File: config.mk
export PLATFORM = sky130hd
export DESIGN_NAME = transfer_page_splitter
export DESIGN_NICKNAME = d
export VERILOG_FILES = /design/src/design/tps_pkg.sv /design/src/design/transfer_page_splitter.sv /design/src/design/tps_front.sv /design/src/design/tps_queue.sv /design/src/design/tps_back.sv
export SDC_FILE = /design/constraint.sdc
export NUM_CORES = 2
export LEC_CHECK = 0
export BUFFER_PORTS_ARGS = -buffer_cell sky130_fd_sc_hd__buf_2
export CAP_MARGIN = 0
export CORE_ASPECT_RATIO = 0.6
export CORE_MARGIN = 2
export CORE_UTILIZATION = 55
export DETAILED_ROUTE_END_ITERATION = 7
export GPL_TIMING_DRIVEN = 0
export PLACE_DENSITY_LB_ADDON = 0.08
export RECOVER_POWER = 100
export SKIP_CTS_REPAIR_TIMING = 1
export SYNTH_ARGS = -nofsm -noshare
export SYNTH_HDL_FRONTEND = slang
export SYNTH_HIERARCHICAL = 1
export SYNTH_SLANG_ARGS = --single-unit
File: constraint.sdc
create_clock -name clk -period 21.8 [get_ports clk]
set_input_delay 1.09 -clock clk [delete_from_list [all_inputs] [get_ports clk]]
set_output_delay 1.09 -clock clk [all_outputs]
set_load 0.05 [all_outputs]
File: src/design/tps_pkg.sv
package tps_pkg;

  localparam int ADDR_W = 64;
  localparam int SIZE_W = 32;
  localparam int LEN_W = 13;
  localparam int LIMIT_W = 4;
  localparam int STATUS_W = 3;
  localparam int KIND_W = 2;
  localparam int STICKY_W = 2;
  localparam int INFLIGHT_W = 16;

  // The page below the window base is one 32-bit word.
  localparam int SMALL_BITS = 2;
  localparam logic [SMALL_BITS:0] SMALL_PAGE = 3'd4;

  localparam int QUEUE_DEPTH = 4;
  localparam int QPTR_W = $clog2(QUEUE_DEPTH);

  localparam logic ACT_START = 1'b0;
  localparam logic ACT_COMPL = 1'b1;

  localparam logic [KIND_W-1:0] KIND_REQ = 2'd0;
  localparam logic [KIND_W-1:0] KIND_DONE = 2'd1;
  localparam logic [KIND_W-1:0] KIND_REJECT = 2'd2;

  localparam logic [STATUS_W-1:0] ST_OK = 3'd0;
  localparam logic [STATUS_W-1:0] ST_TXN = 3'd1;
  localparam logic [STATUS_W-1:0] ST_FAULT = 3'd2;
  localparam logic [STATUS_W-1:0] ST_RANGE = 3'd3;
  localparam logic [STATUS_W-1:0] ST_ADDR = 3'd4;
  localparam logic [STATUS_W-1:0] ST_SIZE = 3'd5;
  localparam logic [STATUS_W-1:0] ST_EMPTY = 3'd6;

  localparam logic [STICKY_W-1:0] STICKY_OK = 2'd0;
  localparam logic [STICKY_W-1:0] STICKY_TXN = 2'd1;
  localparam logic [STICKY_W-1:0] STICKY_FAULT = 2'd2;

  localparam int CFG_IDX_W = 2;
  localparam logic [CFG_IDX_W-1:0] REG_WINDOW_BASE = 2'd0;
  localparam logic [CFG_IDX_W-1:0] REG_WINDOW_SIZE = 2'd1;

  localparam logic [1:0] CMD_REJECT = 2'd0;
  localparam logic [1:0] CMD_START = 2'd1;
  localparam logic [1:0] CMD_COMPL = 2'd2;

  typedef struct packed {
    logic action;
    logic [ADDR_W-1:0] start_addr;
    logic [SIZE_W-1:0] total_size;
    logic completion_ok;
    logic [LIMIT_W-1:0] accept_limit;
    logic issue_fault;
  } item_t;

  typedef struct packed {
    logic [KIND_W-1:0] kind;
    logic [ADDR_W-1:0] req_addr;
    logic [LEN_W-1:0] req_len;
    logic [STATUS_W-1:0] result_status;
    logic last;
  } result_t;

  typedef struct packed {
    logic [1:0] op;
    logic [STATUS_W-1:0] code;
    logic [ADDR_W-1:0] addr;
    logic [SIZE_W-1:0] size;
    logic ok;
    logic [LIMIT_W-1:0] limit;
    logic fault;
  } cmd_t;

endpackage

File: src/design/transfer_page_splitter.sv
// Channel   Direction  Handshake                    Payload
// item      in         item_valid / item_ready      item (item_t)
// result    out        result_valid / result_ready  result (result_t)
// cfg       in         cfg_valid / cfg_ready        cfg_index, cfg_data
//
// An item is registered in the front stage and then waits in a four-entry queue.
// The back sets up a start or completion in its idle and page states, issues
// requests one by one and closes in its final state; a rejection is sent from
// idle. Reset is synchronous; it clears the window base and size, the valid
// flags, queue pointers, state, in-flight count and sticky status. Either side
// may stall on its own: the queue fills while the result register waits to be taken.
module transfer_page_splitter import tps_pkg::*; #(
  parameter int PAGE_BITS = 12,
  parameter int MAX_REQ = 1024,
  parameter int ALIGN_MASK = 3
) (
  input  logic                 clk,
  input  logic                 rst,
  input  logic                 item_valid,
  output logic                 item_ready,
  input  item_t                item,
  output logic                 result_valid,
  input  logic                 result_ready,
  output result_t              result,
  input  logic                 cfg_valid,
  output logic                 cfg_ready,
  input  logic [CFG_IDX_W-1:0] cfg_index,
  input  logic [ADDR_W-1:0]    cfg_data
);

  logic [ADDR_W-1:0] window_base;
  logic              fr_valid;
  logic              fr_ready;
  cmd_t              fr_cmd;
  logic              bk_valid;
  logic              bk_ready;
  cmd_t              bk_cmd;

  tps_front #(
    .ALIGN_MASK(ALIGN_MASK)
  ) u_front (
    .clk        (clk),
    .rst        (rst),
    .item_valid (item_valid),
    .item_ready (item_ready),
    .item       (item),
    .cfg_valid  (cfg_valid),
    .cfg_ready  (cfg_ready),
    .cfg_index  (cfg_index),
    .cfg_data   (cfg_data),
    .window_base(window_base),
    .cmd_valid  (fr_valid),
    .cmd_ready  (fr_ready),
    .cmd        (fr_cmd)
  );

  tps_queue u_queue (
    .clk       (clk),
    .rst       (rst),
    .push_valid(fr_valid),
    .push_ready(fr_ready),
    .push_cmd  (fr_cmd),
    .pop_valid (bk_valid),
    .pop_ready (bk_ready),
    .pop_cmd   (bk_cmd)
  );

  tps_back #(
    .PAGE_BITS(PAGE_BITS),
    .MAX_REQ  (MAX_REQ)
  ) u_back (
    .clk         (clk),
    .rst         (rst),
    .window_base (window_base),
    .cmd_valid   (bk_valid),
    .cmd_ready   (bk_ready),
    .cmd         (bk_cmd),
    .result_valid(result_valid),
    .result_ready(result_ready),
    .result      (result)
  );

  // Requests are never empty and never exceed the request limit.
  a_req_len: assert property (@(posedge clk) disable iff (rst)
    (result_valid && (result.kind == KIND_REQ)) |->
      ((result.req_len != '0) && (32'(result.req_len) <= 32'(MAX_REQ))))
    else $error("request length out of range");

  // Finished and rejected results always close their item.
  a_close_last: assert property (@(posedge clk) disable iff (rst)
    (result_valid && (result.kind != KIND_REQ)) |-> result.last)
    else $error("closing result without last");

  // A rejection never comes from a start that passed its checks.
  a_reject_code: assert property (@(posedge clk) disable iff (rst)
    (result_valid && (result.kind == KIND_REJECT)) |->
      ((result.result_status == ST_RANGE) || (result.result_status == ST_ADDR) ||
       (result.result_status == ST_SIZE) || (result.result_status == ST_EMPTY)))
    else $error("rejection with a non-rejection status");

endmodule

File: src/design/tps_front.sv
module tps_front import tps_pkg::*; #(
  parameter int ALIGN_MASK = 3
) (
  input  logic                 clk,
  input  logic                 rst,
  input  logic                 item_valid,
  output logic                 item_ready,
  input  item_t                item,
  input  logic                 cfg_valid,
  output logic                 cfg_ready,
  input  logic [CFG_IDX_W-1:0] cfg_index,
  input  logic [ADDR_W-1:0]    cfg_data,
  output logic [ADDR_W-1:0]    window_base,
  output logic                 cmd_valid,
  input  logic                 cmd_ready,
  output cmd_t                 cmd
);

  logic [SIZE_W-1:0] window_size;
  logic [ADDR_W:0]   window_end;
  logic              stage_valid;
  item_t             stage;
  logic [ADDR_W:0]   stage_end;
  logic [STATUS_W-1:0] code;

  assign cfg_ready = 1'b1;

  always_ff @(posedge clk) begin
    if (rst) begin
      window_base <= '0;
      window_size <= '0;
    end else if (cfg_valid) begin
      if (cfg_index == REG_WINDOW_BASE) begin
        window_base <= cfg_data;
      end else if (cfg_index == REG_WINDOW_SIZE) begin
        window_size <= cfg_data[SIZE_W-1:0];
      end
    end
  end

  // The window end is a register on the base and size; the user is to change
  // configuration only while the block is idle, which the block does not enforce.
  always_ff @(posedge clk) begin
    window_end <= {1'b0, window_base} + {{(ADDR_W - SIZE_W + 1){1'b0}}, window_size};
  end

  assign item_ready = !stage_valid || cmd_ready;
  assign cmd_valid  = stage_valid;

  always_ff @(posedge clk) begin
    if (rst) begin
      stage_valid <= 1'b0;
    end else if (item_ready) begin
      stage_valid <= item_valid;
    end
  end

  always_ff @(posedge clk) begin
    if (item_valid && item_ready) begin
      stage     <= item;
      stage_end <= {1'b0, item.start_addr} +
                   {{(ADDR_W - SIZE_W + 1){1'b0}}, item.total_size};
    end
  end

  always_comb begin
    if (stage_end > window_end) begin
      code = ST_RANGE;
    end else if ((stage.start_addr & ADDR_W'(ALIGN_MASK)) != '0) begin
      code = ST_ADDR;
    end else if ((stage.total_size & SIZE_W'(ALIGN_MASK)) != '0) begin
      code = ST_SIZE;
    end else if (stage.total_size == '0) begin
      code = ST_EMPTY;
    end else begin
      code = ST_OK;
    end
  end

  always_comb begin
    cmd.code  = code;
    cmd.addr  = stage.start_addr;
    cmd.size  = stage.total_size;
    cmd.ok    = stage.completion_ok;
    cmd.limit = stage.accept_limit;
    cmd.fault = stage.issue_fault;
    if (stage.action == ACT_COMPL) begin
      cmd.op = CMD_COMPL;
    end else if (code != ST_OK) begin
      cmd.op = CMD_REJECT;
    end else begin
      cmd.op = CMD_START;
    end
  end

endmodule

File: src/design/tps_queue.sv
module tps_queue import tps_pkg::*; (
  input  logic clk,
  input  logic rst,
  input  logic push_valid,
  output logic push_ready,
  input  cmd_t push_cmd,
  output logic pop_valid,
  input  logic pop_ready,
  output cmd_t pop_cmd
);

  cmd_t              entries [QUEUE_DEPTH];
  logic [QPTR_W-1:0] wr_ptr;
  logic [QPTR_W-1:0] rd_ptr;
  logic [QPTR_W:0]   count;
  logic              do_push;
  logic              do_pop;

  assign push_ready = (count != (QPTR_W + 1)'(QUEUE_DEPTH));
  assign pop_valid  = (count != '0);
  assign pop_cmd    = entries[rd_ptr];
  assign do_push    = push_valid && push_ready;
  assign do_pop     = pop_valid && pop_ready;

  always_ff @(posedge clk) begin
    if (rst) begin
      wr_ptr <= '0;
      rd_ptr <= '0;
      count  <= '0;
    end else begin
      if (do_push) begin
        wr_ptr <= wr_ptr + 1'b1;
      end
      if (do_pop) begin
        rd_ptr <= rd_ptr + 1'b1;
      end
      if (do_push && !do_pop) begin
        count <= count + 1'b1;
      end else if (do_pop && !do_push) begin
        count <= count - 1'b1;
      end
    end
  end

  always_ff @(posedge clk) begin
    if (do_push) begin
      entries[wr_ptr] <= push_cmd;
    end
  end

endmodule

File: src/design/tps_back.sv
module tps_back import tps_pkg::*; #(
  parameter int PAGE_BITS = 12,
  parameter int MAX_REQ = 1024
) (
  input  logic              clk,
  input  logic              rst,
  input  logic [ADDR_W-1:0] window_base,
  input  logic              cmd_valid,
  output logic              cmd_ready,
  input  cmd_t              cmd,
  output logic              result_valid,
  input  logic              result_ready,
  output result_t           result
);

  localparam int REM_W = PAGE_BITS + 1;

  localparam logic [1:0] S_IDLE  = 2'd0;
  localparam logic [1:0] S_PAGE  = 2'd1;
  localparam logic [1:0] S_ISSUE = 2'd2;
  localparam logic [1:0] S_FINAL = 2'd3;

  logic [1:0]            state;
  logic [ADDR_W-1:0]     here;
  logic [SIZE_W-1:0]     left;
  logic [INFLIGHT_W-1:0] inflight;
  logic [STICKY_W-1:0]   sticky;
  logic [LIMIT_W-1:0]    taken;
  logic [LIMIT_W-1:0]    limit;
  logic                  fault;
  logic                  mode_start;
  logic                  small_page;

  logic                  out_free;
  logic [REM_W-1:0]      rem_big;
  logic [SMALL_BITS:0]   rem_small;
  logic [SIZE_W-1:0]     rem;
  logic [SIZE_W-1:0]     cap;
  logic [SIZE_W-1:0]     cur;
  logic                  req_last;
  logic                  need_finish;
  logic                  emit;

  assign out_free = !result_valid || result_ready;

  // Bytes left in the current page, then capped by the request limit and
  // by what remains of the transfer.
  assign rem_big   = (REM_W'(1) << PAGE_BITS) - {1'b0, here[PAGE_BITS-1:0]};
  assign rem_small = SMALL_PAGE - {1'b0, here[SMALL_BITS-1:0]};
  assign rem       = small_page ? SIZE_W'(rem_small) : SIZE_W'(rem_big);
  assign cap       = (rem > SIZE_W'(MAX_REQ)) ? SIZE_W'(MAX_REQ) : rem;
  assign cur       = (cap > left) ? left : cap;

  // A request is the final result of its item when the batch stops right
  // after it, unless a completion's in-flight count wraps round to zero.
  assign req_last = ((left == cur) ||
                     (({1'b0, taken} + 5'd1) >= {1'b0, limit})) &&
                    (mode_start || ((inflight + 1'b1) != '0));

  assign need_finish = mode_start ? ((sticky != STICKY_OK) && (taken == '0))
                                  : (inflight == '0);

  assign cmd_ready = (state == S_IDLE) && ((cmd.op != CMD_REJECT) || out_free);

  // A new result is loaded into the output register in this cycle.
  always_comb begin
    case (state)
      S_IDLE: begin
        emit = cmd_valid && (cmd.op == CMD_REJECT) && out_free;
      end
      S_ISSUE: begin
        emit = (sticky == STICKY_OK) && (left != '0) && (taken < limit) && out_free;
      end
      S_FINAL: begin
        emit = need_finish && out_free;
      end
      default: begin
        emit = 1'b0;
      end
    endcase
  end

  always_ff @(posedge clk) begin
    if (rst) begin
      state        <= S_IDLE;
      result_valid <= 1'b0;
      inflight     <= '0;
      sticky       <= STICKY_OK;
    end else begin
      result_valid <= emit || (result_valid && !result_ready);
      case (state)
        S_IDLE: begin
          if (cmd_valid) begin
            case (cmd.op)
              CMD_REJECT: begin
                if (out_free) begin
                  result <= '{kind: KIND_REJECT, req_addr: '0, req_len: '0,
                              result_status: cmd.code, last: 1'b1};
                end
              end
              CMD_START: begin
                here       <= cmd.addr;
                left       <= cmd.size;
                inflight   <= '0;
                sticky     <= STICKY_OK;
                taken      <= '0;
                limit      <= cmd.limit;
                fault      <= cmd.fault;
                mode_start <= 1'b1;
                state      <= S_PAGE;
              end
              CMD_COMPL: begin
                // A completion with nothing in flight is dropped.
                if (inflight != '0) begin
                  inflight <= inflight - 1'b1;
                  if (!cmd.ok && (sticky == STICKY_OK)) begin
                    sticky <= STICKY_TXN;
                  end
                  taken      <= '0;
                  limit      <= cmd.limit;
                  fault      <= cmd.fault;
                  mode_start <= 1'b0;
                  state      <= S_PAGE;
                end
              end
              default: begin
                state <= S_IDLE;
              end
            endcase
          end
        end
        S_PAGE: begin
          small_page <= (here < window_base);
          state      <= S_ISSUE;
        end
        S_ISSUE: begin
          if ((sticky != STICKY_OK) || (left == '0)) begin
            state <= S_FINAL;
          end else if (taken >= limit) begin
            if (fault) begin
              sticky <= STICKY_FAULT;
            end
            state <= S_FINAL;
          end else if (out_free) begin
            result <= '{kind: KIND_REQ, req_addr: here, req_len: cur[LEN_W-1:0],
                        result_status: ST_OK, last: req_last};
            taken    <= taken + 1'b1;
            inflight <= inflight + 1'b1;
            here     <= here + ADDR_W'(cur);
            left     <= left - cur;
          end
        end
        S_FINAL: begin
          if (!need_finish) begin
            state <= S_IDLE;
          end else if (out_free) begin
            result <= '{kind: KIND_DONE, req_addr: '0, req_len: '0,
                        result_status: STATUS_W'(sticky), last: 1'b1};
            state <= S_IDLE;
          end
        end
        default: begin
          state <= S_IDLE;
        end
      endcase
    end
  end

endmodule

### Yosys cells after proc, flatten, opt, wreduce, memory -nomap -nowiden

Memory sizes are Yosys's and may differ from the RTL's. A register that Yosys moved wholly into a read port is not among the register bits.
Index checks and enable logic that the tools add are counted.

| cells by class | value |
|---|---|
| mux-type cells | 74 |
| multiply operators | 0 |
| $add $sub $neg | 14 |
| eq/ne operators | 26 |
| reduce and logical (&&, ||, !) cells | 60 |
| divide/modulo/power cells | 0 |
| order comparisons | 7 |
| shift-type cells | 0 |
| bitwise operators | 2 |

Operator list:

| kind | count |
|---|---|
| 83-bit two-way mux | 8 |
| 64-bit two-way mux | 5 |
| 83-bit one-hot mux with 3 select lines | 1 |
| 32-bit two-way mux | 7 |
| 64-bit by 32-bit adder with 65-bit output | 2 |
| 64-bit one-hot mux with 2 select lines | 1 |
| 16-bit two-way mux | 5 |
| 65-bit > comparator | 1 |
| 64-bit by 32-bit adder with 64-bit output | 1 |
| 32-bit zero test | 2 |
| 64-bit less-than comparator | 1 |
| 16-bit one-hot mux with 2 select lines | 2 |
| 32-bit one-hot mux with 2 select lines | 1 |
| 32-bit nonzero test | 2 |
| 64-bit nonzero test | 1 |
| 32-bit == test | 1 |
| 32-bit by 11-bit > comparator with 1-bit output (second input constant) | 1 |
| 32-bit > comparator | 1 |
| 16-bit nonzero test | 2 |
| 32-bit subtractor | 1 |
| 2-bit two-way mux | 15 |
| 4-bit two-way mux | 6 |
| 4-bit one-hot mux with 2 select lines | 3 |
| 3-bit two-way mux | 6 |
| other kinds (41) | 107 |

| word-level totals | value |
|---|---|
| bits in writable memories | 428 |
| latch bits | 0 |
| memory bits (read-only) | 0 |
| register bits | 548 |
| memories | 1 |
| output and inout port bits | 86 |
| word-level logic and storage cells | 214 |

Memories:

| memory | depth | bits a word | rd ports | clocked after memory_dff | wr ports | RTL line | RTL |
|---|---|---|---|---|---|---|---|
| u_queue.entries | 4 | 107 | 1 | 1 | 1 | tps_queue.sv:12 | `cmd_t entries [QUEUE_DEPTH];` |

### Longest topological paths before layout

| logic depth | value |
|---|---|
| depth in word-level cells | 13 |
| mapped depth | 32 |
| gate-level depth less buffers | 30 |

### Modules after synthesis

Netlist, hierarchy kept.

By module, submodules not included:

| module | area each (um^2) | times used | cells each | sequential area each (um^2) |
|---|---|---|---|---|
| tps_front | 16412.0 | 1 | 1642 | 8287.9 |
| tps_queue | 15885.2 | 1 | 607 | 13032.5 |
| tps_back | 15239.6 | 1 | 1608 | 6125.9 |

### Least setup slack after synthesis

OpenSTA, ideal clock, no wires.

| timing path | value |
|---|---|
| path kind | reg-to-reg |
| from | register u_back.taken[1] |
| to | register u_back.here[0], enable pin |
| cell stages (with the launch flop) | 8 |
| setup time | 668 ps |
| arrival time | 8122 ps |
| setup slack | 13010 ps |
| required time | 21132 ps |
| cell sequence | edfxtp_1 ha_1 nor2b_1 o21ai_0 nand2b_1 a211oi_1 a21oi_2 nor3_1 |

| on the way | value |
|---|---|
| cells in the longest elaborated chain, start to end | 3 |

RTL lines:

| what | RTL line | RTL |
|---|---|---|
| start, declared | tps_back.sv:28 | `logic [LIMIT_W-1:0] taken;` |
| start signal, assigned | tps_back.sv:147 | `taken <= taken + 1'b1;` |
| 4-bit >= comparator | tps_back.sv:139 | `end else if (taken >= limit) begin` |
| 2-bit inequality test (no source line) | n/a |  |
| 7-bit AND reduction (no source line) | n/a |  |
| end signal, assigned | tps_back.sv:102 | `here <= cmd.addr;` |
| end signal, assigned | tps_back.sv:149 | `here <= here + ADDR_W'(cur);` |
| end, declared | tps_back.sv:24 | `logic [ADDR_W-1:0] here;` |

Every way passes these cells.
A chain may end at the register's enable or synchronous reset.

### Worst setup path after layout

| timing path | value |
|---|---|
| from | register u_back.here[1] |
| to | register u_back.here[62] (data pin) |

| on the way | value |
|---|---|
| cells in the longest elaborated chain, start to end | 11 |

RTL lines:

| what | RTL line | RTL |
|---|---|---|
| 13-bit by 12-bit subtractor with 13-bit output or 3-bit by 2-bit subtractor with 3-bit output (tied branches) | tps_back.sv:48, tps_back.sv:49 |  |
| 13-bit two-way mux | tps_back.sv:50 | `assign rem = small_page ? SIZE_W'(rem_small) : SIZE_W'(rem_big);` |
| 32-bit by 11-bit > comparator with 1-bit output | tps_back.sv:51 | `assign cap = (rem > SIZE_W'(MAX_REQ)) ? SIZE_W'(MAX_REQ) : rem;` |
| 32-bit two-way mux | tps_back.sv:51 |  |
| 32-bit > comparator | tps_back.sv:52 | `assign cur = (cap > left) ? left : cap;` |
| 32-bit two-way mux | tps_back.sv:52 |  |
| 64-bit by 32-bit adder with 64-bit output (*) | tps_back.sv:149 |  |
| 64-bit two-way mux (*) | tps_back.sv:144 | `end else if (out_free) begin` |
| 64-bit two-way mux (*) | tps_back.sv:139 |  |
| 64-bit two-way mux (*) | tps_back.sv:137 | `if ((sticky != STICKY_OK) \|\| (left == '0)) begin` |
| 64-bit one-hot mux with 2 select lines (*) | tps_back.sv:91 | `case (state)` |

Mark *: on every way between the ends. The rest lies on a longest branch, timed or not. The select of a mux whose other input is x is not followed.

==> reports/results.txt <==
The flow ran to the end, but the final reports show violations. The final reports fail on max-capacitance violations, max-slew violations. Counting flops with a built-in enable in the synthesized netlist gives 786. For the pin with the worst max-slew slack, the measured transition is 3.747 ns. The tools report the post-placement cell count as 5304. The count of final max-slew check failures is 664, and the number of global-route vias before repair is 30090. Derived from the worst setup path, the maximum achievable clock frequency is 101.3 MHz.

The final global-route overflow total came out at 0. The fraction of layout cells with a size suffix above 1 works out to 9.509%. The dominant combinational cell family by area after synthesis is simple AND/OR/NAND/NOR gates. The path category of the worst min-delay check is reg -> reg.

The detailed router's first-iteration violation count was 4318; the number of antenna violations at the first check in global routing was 17. After synthesis the cells add up to 0.04754 mm2. The routed layout has 32890 vias.

During placement, the flow inserted port buffers numbering 257. The basic-gate share of the synthesized area counting and, or, nand and nor cells was 11.34%; the area growth from synthesis to layout was 11.80%. The final net count was 4708. The data arrival time of the worst path is 10.27 ns. The synthesized design spends more area on one cell type than any other, namely edfxtp_1. A synthesized cell averages 12.32 um2. Endpoint type of the worst setup path: a flop.

The global-route wire length before repair is 197.0 mm, and the area fraction in compound gates after synthesis is 9.860%. Multiplexer cells account for 6.599% of the synthesized area. The post-synthesis share of cell area spent on xor and xnor gates was 3.722%; the worst clock skew was 0.03198 ns. Counting every instance in the synthesized netlist gives 3857. Number of H-tree branching levels: 3.

The static power due to leakage came out at 18.88 nW. Entering global routing, the biggest net connects 58 pins. The tools report the max-cap check violation count as 17. The synthesized design devotes to its leading area cell type 49.65% of total area. The routed design could run at a clock period as short as 9.872 ns.

The tools report the cell at the root of the clock tree as clkbuf_16. The worst-case IR drop observed on VDD is 0.06517 mV. The power per cell area came out at 110.2 mW/mm2. The total length of routed wires was 135.2 mm; the critical-path maximum fanout was 10.

The run gives 83 as the total number of placement rows. The startpoint type of the worst setup path was a flop. The most common cell after layout, fill and taps aside was edfxtp_1.

The synthesized design contains 978 register bits. The overall die width is 383.5 um. TritonCTS built the clock tree. The dominant register cell in the synthesized netlist is edfxtp_1. After legalization and detailed placement, the total HPWL measured 101.6 mm. The final weighted congestion of routability-driven global placement is 0.9878.

In the post-synthesis netlist, the biggest area contributors are edfxtp_1 50%, dfxtp_1 8.1%, ha_1 7.3%, mux4_2 5.1%, a21oi_1 3.3%. The insertion delay of the later-clocked pin in the worst-skew pair came out at 0.70 ns. The worst setup path is of the reg -> reg kind. Measured along the y axis, the die boundary spans 231.7 um.

Leaving out filler cells and counting taps, the final layout contains 5471. Of all flip-flops after synthesis, the portion carrying an async set or reset was 0%. Of the total synthesized cell area, the portion taken by full adders, half adders and majority gates is 7.554%. The logs give 978 for the number of sinks on the clock net and 6972 for the number of fill cells in the layout. The initial core utilization is 55.55%, and the detailed-route DRC error count is 0.

Remaining antenna violation count after routing: 0. Yosys printed 6 warnings. The ratio of routed vias to standard cells is 6.011. In this run the count of I/O pins placed on the die edge is 260. The slowest stage of the critical path is the o21ai_0 cell. Global routing used 30.34% of the available tracks across all layers. The logs give 6 for the first-pass detailed-route iteration total and 0.08888 mm2 for the total die area. For the worst setup path, the data required time is 22.20 ns.

The logs give 0.08557 mm2 for the area of the core and -149.8% for the remaining max-slew budget at the tightest pin. Setup repair after global routing left no endpoint under its margin. Adding up every negative setup slack in the final design gives 0 ns.

The peak per-stage delay on the critical path was 0.99 ns; the number of buffers on the longest clock path was 3. In the finished design, the share of the clock period the worst path needs comes to 45.28%. For the register area share after synthesis, the log shows 57.74%. The final routed wire length divided by cell count works out to 24.71 um.

The unique cell type count in the Yosys netlist is 97, and the number of setup violations in the final report is 0. The run gives 0 as the hold violation total from the final report. Clock-pin slew on the worst setup and hold paths: 0.06 ns. Leaving out fill and tap cells, the most frequent cells in the layout are 786 x edfxtp_1, 368 x nand2_1, 336 x clkbuf_1. In this run, CTS created clock tree buffers numbering 91.
[kinds of logic after synthesis]
group | after synthesis
mux | 175
fa+ha+maj | 284
compound gates | 752
buf+inv | 368
flops | 978
xor+xnor | 202
simple gates | 1096
other cells | 2
[area by class of cell]
type	instances	area [um2]	area share (%)
buffer	138	598.1	1.125
inverter	230	863.3	1.624
clock inverter	50	651.9	1.227
antenna	2	5.005	0.009417
sequential	978	27450	51.64
clock buffer	115	2430	4.572
multi-input combinational	2531	18570	34.95
tap	1147	1435	2.700
timing repair buffer	280	1144	2.152
[path summary, 6_finish.rpt]
path	from	to	slack [ns]	cells past startpoint
setup / recovery	u_back/here[1]	u_back/here[62]	11.93	30
hold / removal	u_front/window_size[23]	u_front/window_size[23]	0.47	2
setup reg to reg	u_back/here[1]	u_back/here[62]	11.93	30
hold reg to reg	u_front/window_size[23]	u_front/window_size[23]	0.47	2
[Yosys cell counts (all sizes together) (12+ instances only)]
cell type	instances
edfxtp	786
a211oi	21
o21bai	14
buf	39
nand4	86
mux4	107
nand2	368
a21oi	319
o21ai	127
ha	279
clkbuf	99
and2	85
a21o	111
xnor2	103
inv	230
o21a	17
mux2i	31
o211ai	15
nor2b	29
mux2	37
and3	30
nand2b	19
nor2	206
dfxtp	192
xor2	99
nand3	69
nor4	37
a31oi	28
nor3	86
or3	20
o31ai	12
[through the flow]
step | total power, W | util (%) | hold WS (ns) | worst slack (ns) | cell area (um2)
2_1_floorplan | 0.003672 | - | 0.4400 | 13.01 | 47610
3_3_place_gp | 0.004225 | 58.82 | 0.4484 | 7.867 | 50330
3_5_place_dp | 0.004237 | 59.41 | 0.4526 | 12.80 | 50840
4_1_cts | 0.005907 | 63.01 | 0.4608 | 12.73 | 53920
5_1_grt | 0.006108 | 62.11 | 0.4831 | 11.39 | 53140
6_report | 0.005856 | 62.11 | 0.4668 | 11.93 | 53140
[where the power goes]
part / leakage [nW] / switching [W] / total [W] / internal [W]
registers: 8.83 / 0.000177 / 0.00249 / 0.00231
logic: 8.56 / 0.00112 / 0.00170 / 0.000582
clock network: 1.48 / 0.000715 / 0.00167 / 0.000950
[sequential cells by signal, summed over array words and instances (netlist names), named ones only]
register,flops
u_back/fault,1
u_back/here,64
u_back/inflight,16
u_back/left,32
u_back/limit,4
u_back/mode_start,1
u_back/result,83
u_back/result_valid,1
u_back/small_page,1
u_back/state,2
u_back/sticky,2
u_back/taken,4
u_front/cmd,102
u_front/cmd_valid,1
u_front/stage,1
u_front/stage_end,65
u_front/window_base,64
u_front/window_end,65
u_front/window_size,32
u_queue/count,3
u_queue/entries,428
u_queue/rd_ptr,2
u_queue/wr_ptr,2
[layer usage]
metal  global-route usage [%]  wire length (um)  up-vias
li1                         -                 -    15150
met1                    49.98             63780    15950
met2                    39.39             52300     1595
met3                    8.244             16440      185
met4                    5.809              2595       12
met5                        0                69        -
[worst max-delay path, delay by kind of cell (launching register included)]
| family | cells | cell delay, ns |
|---|---|---|
| AND/OR/NAND/NOR | 11 | 3.40 |
| AO/OA/AOI/OAI | 8 | 2.65 |
| adder cells (fa/ha/maj) | 4 | 1.23 |
| buffers and inverters | 4 | 1.12 |
| multiplexers | 3 | 0.59 |
| flip-flops | 1 | 0.57 |
Power figures use the tool's default switching activity.
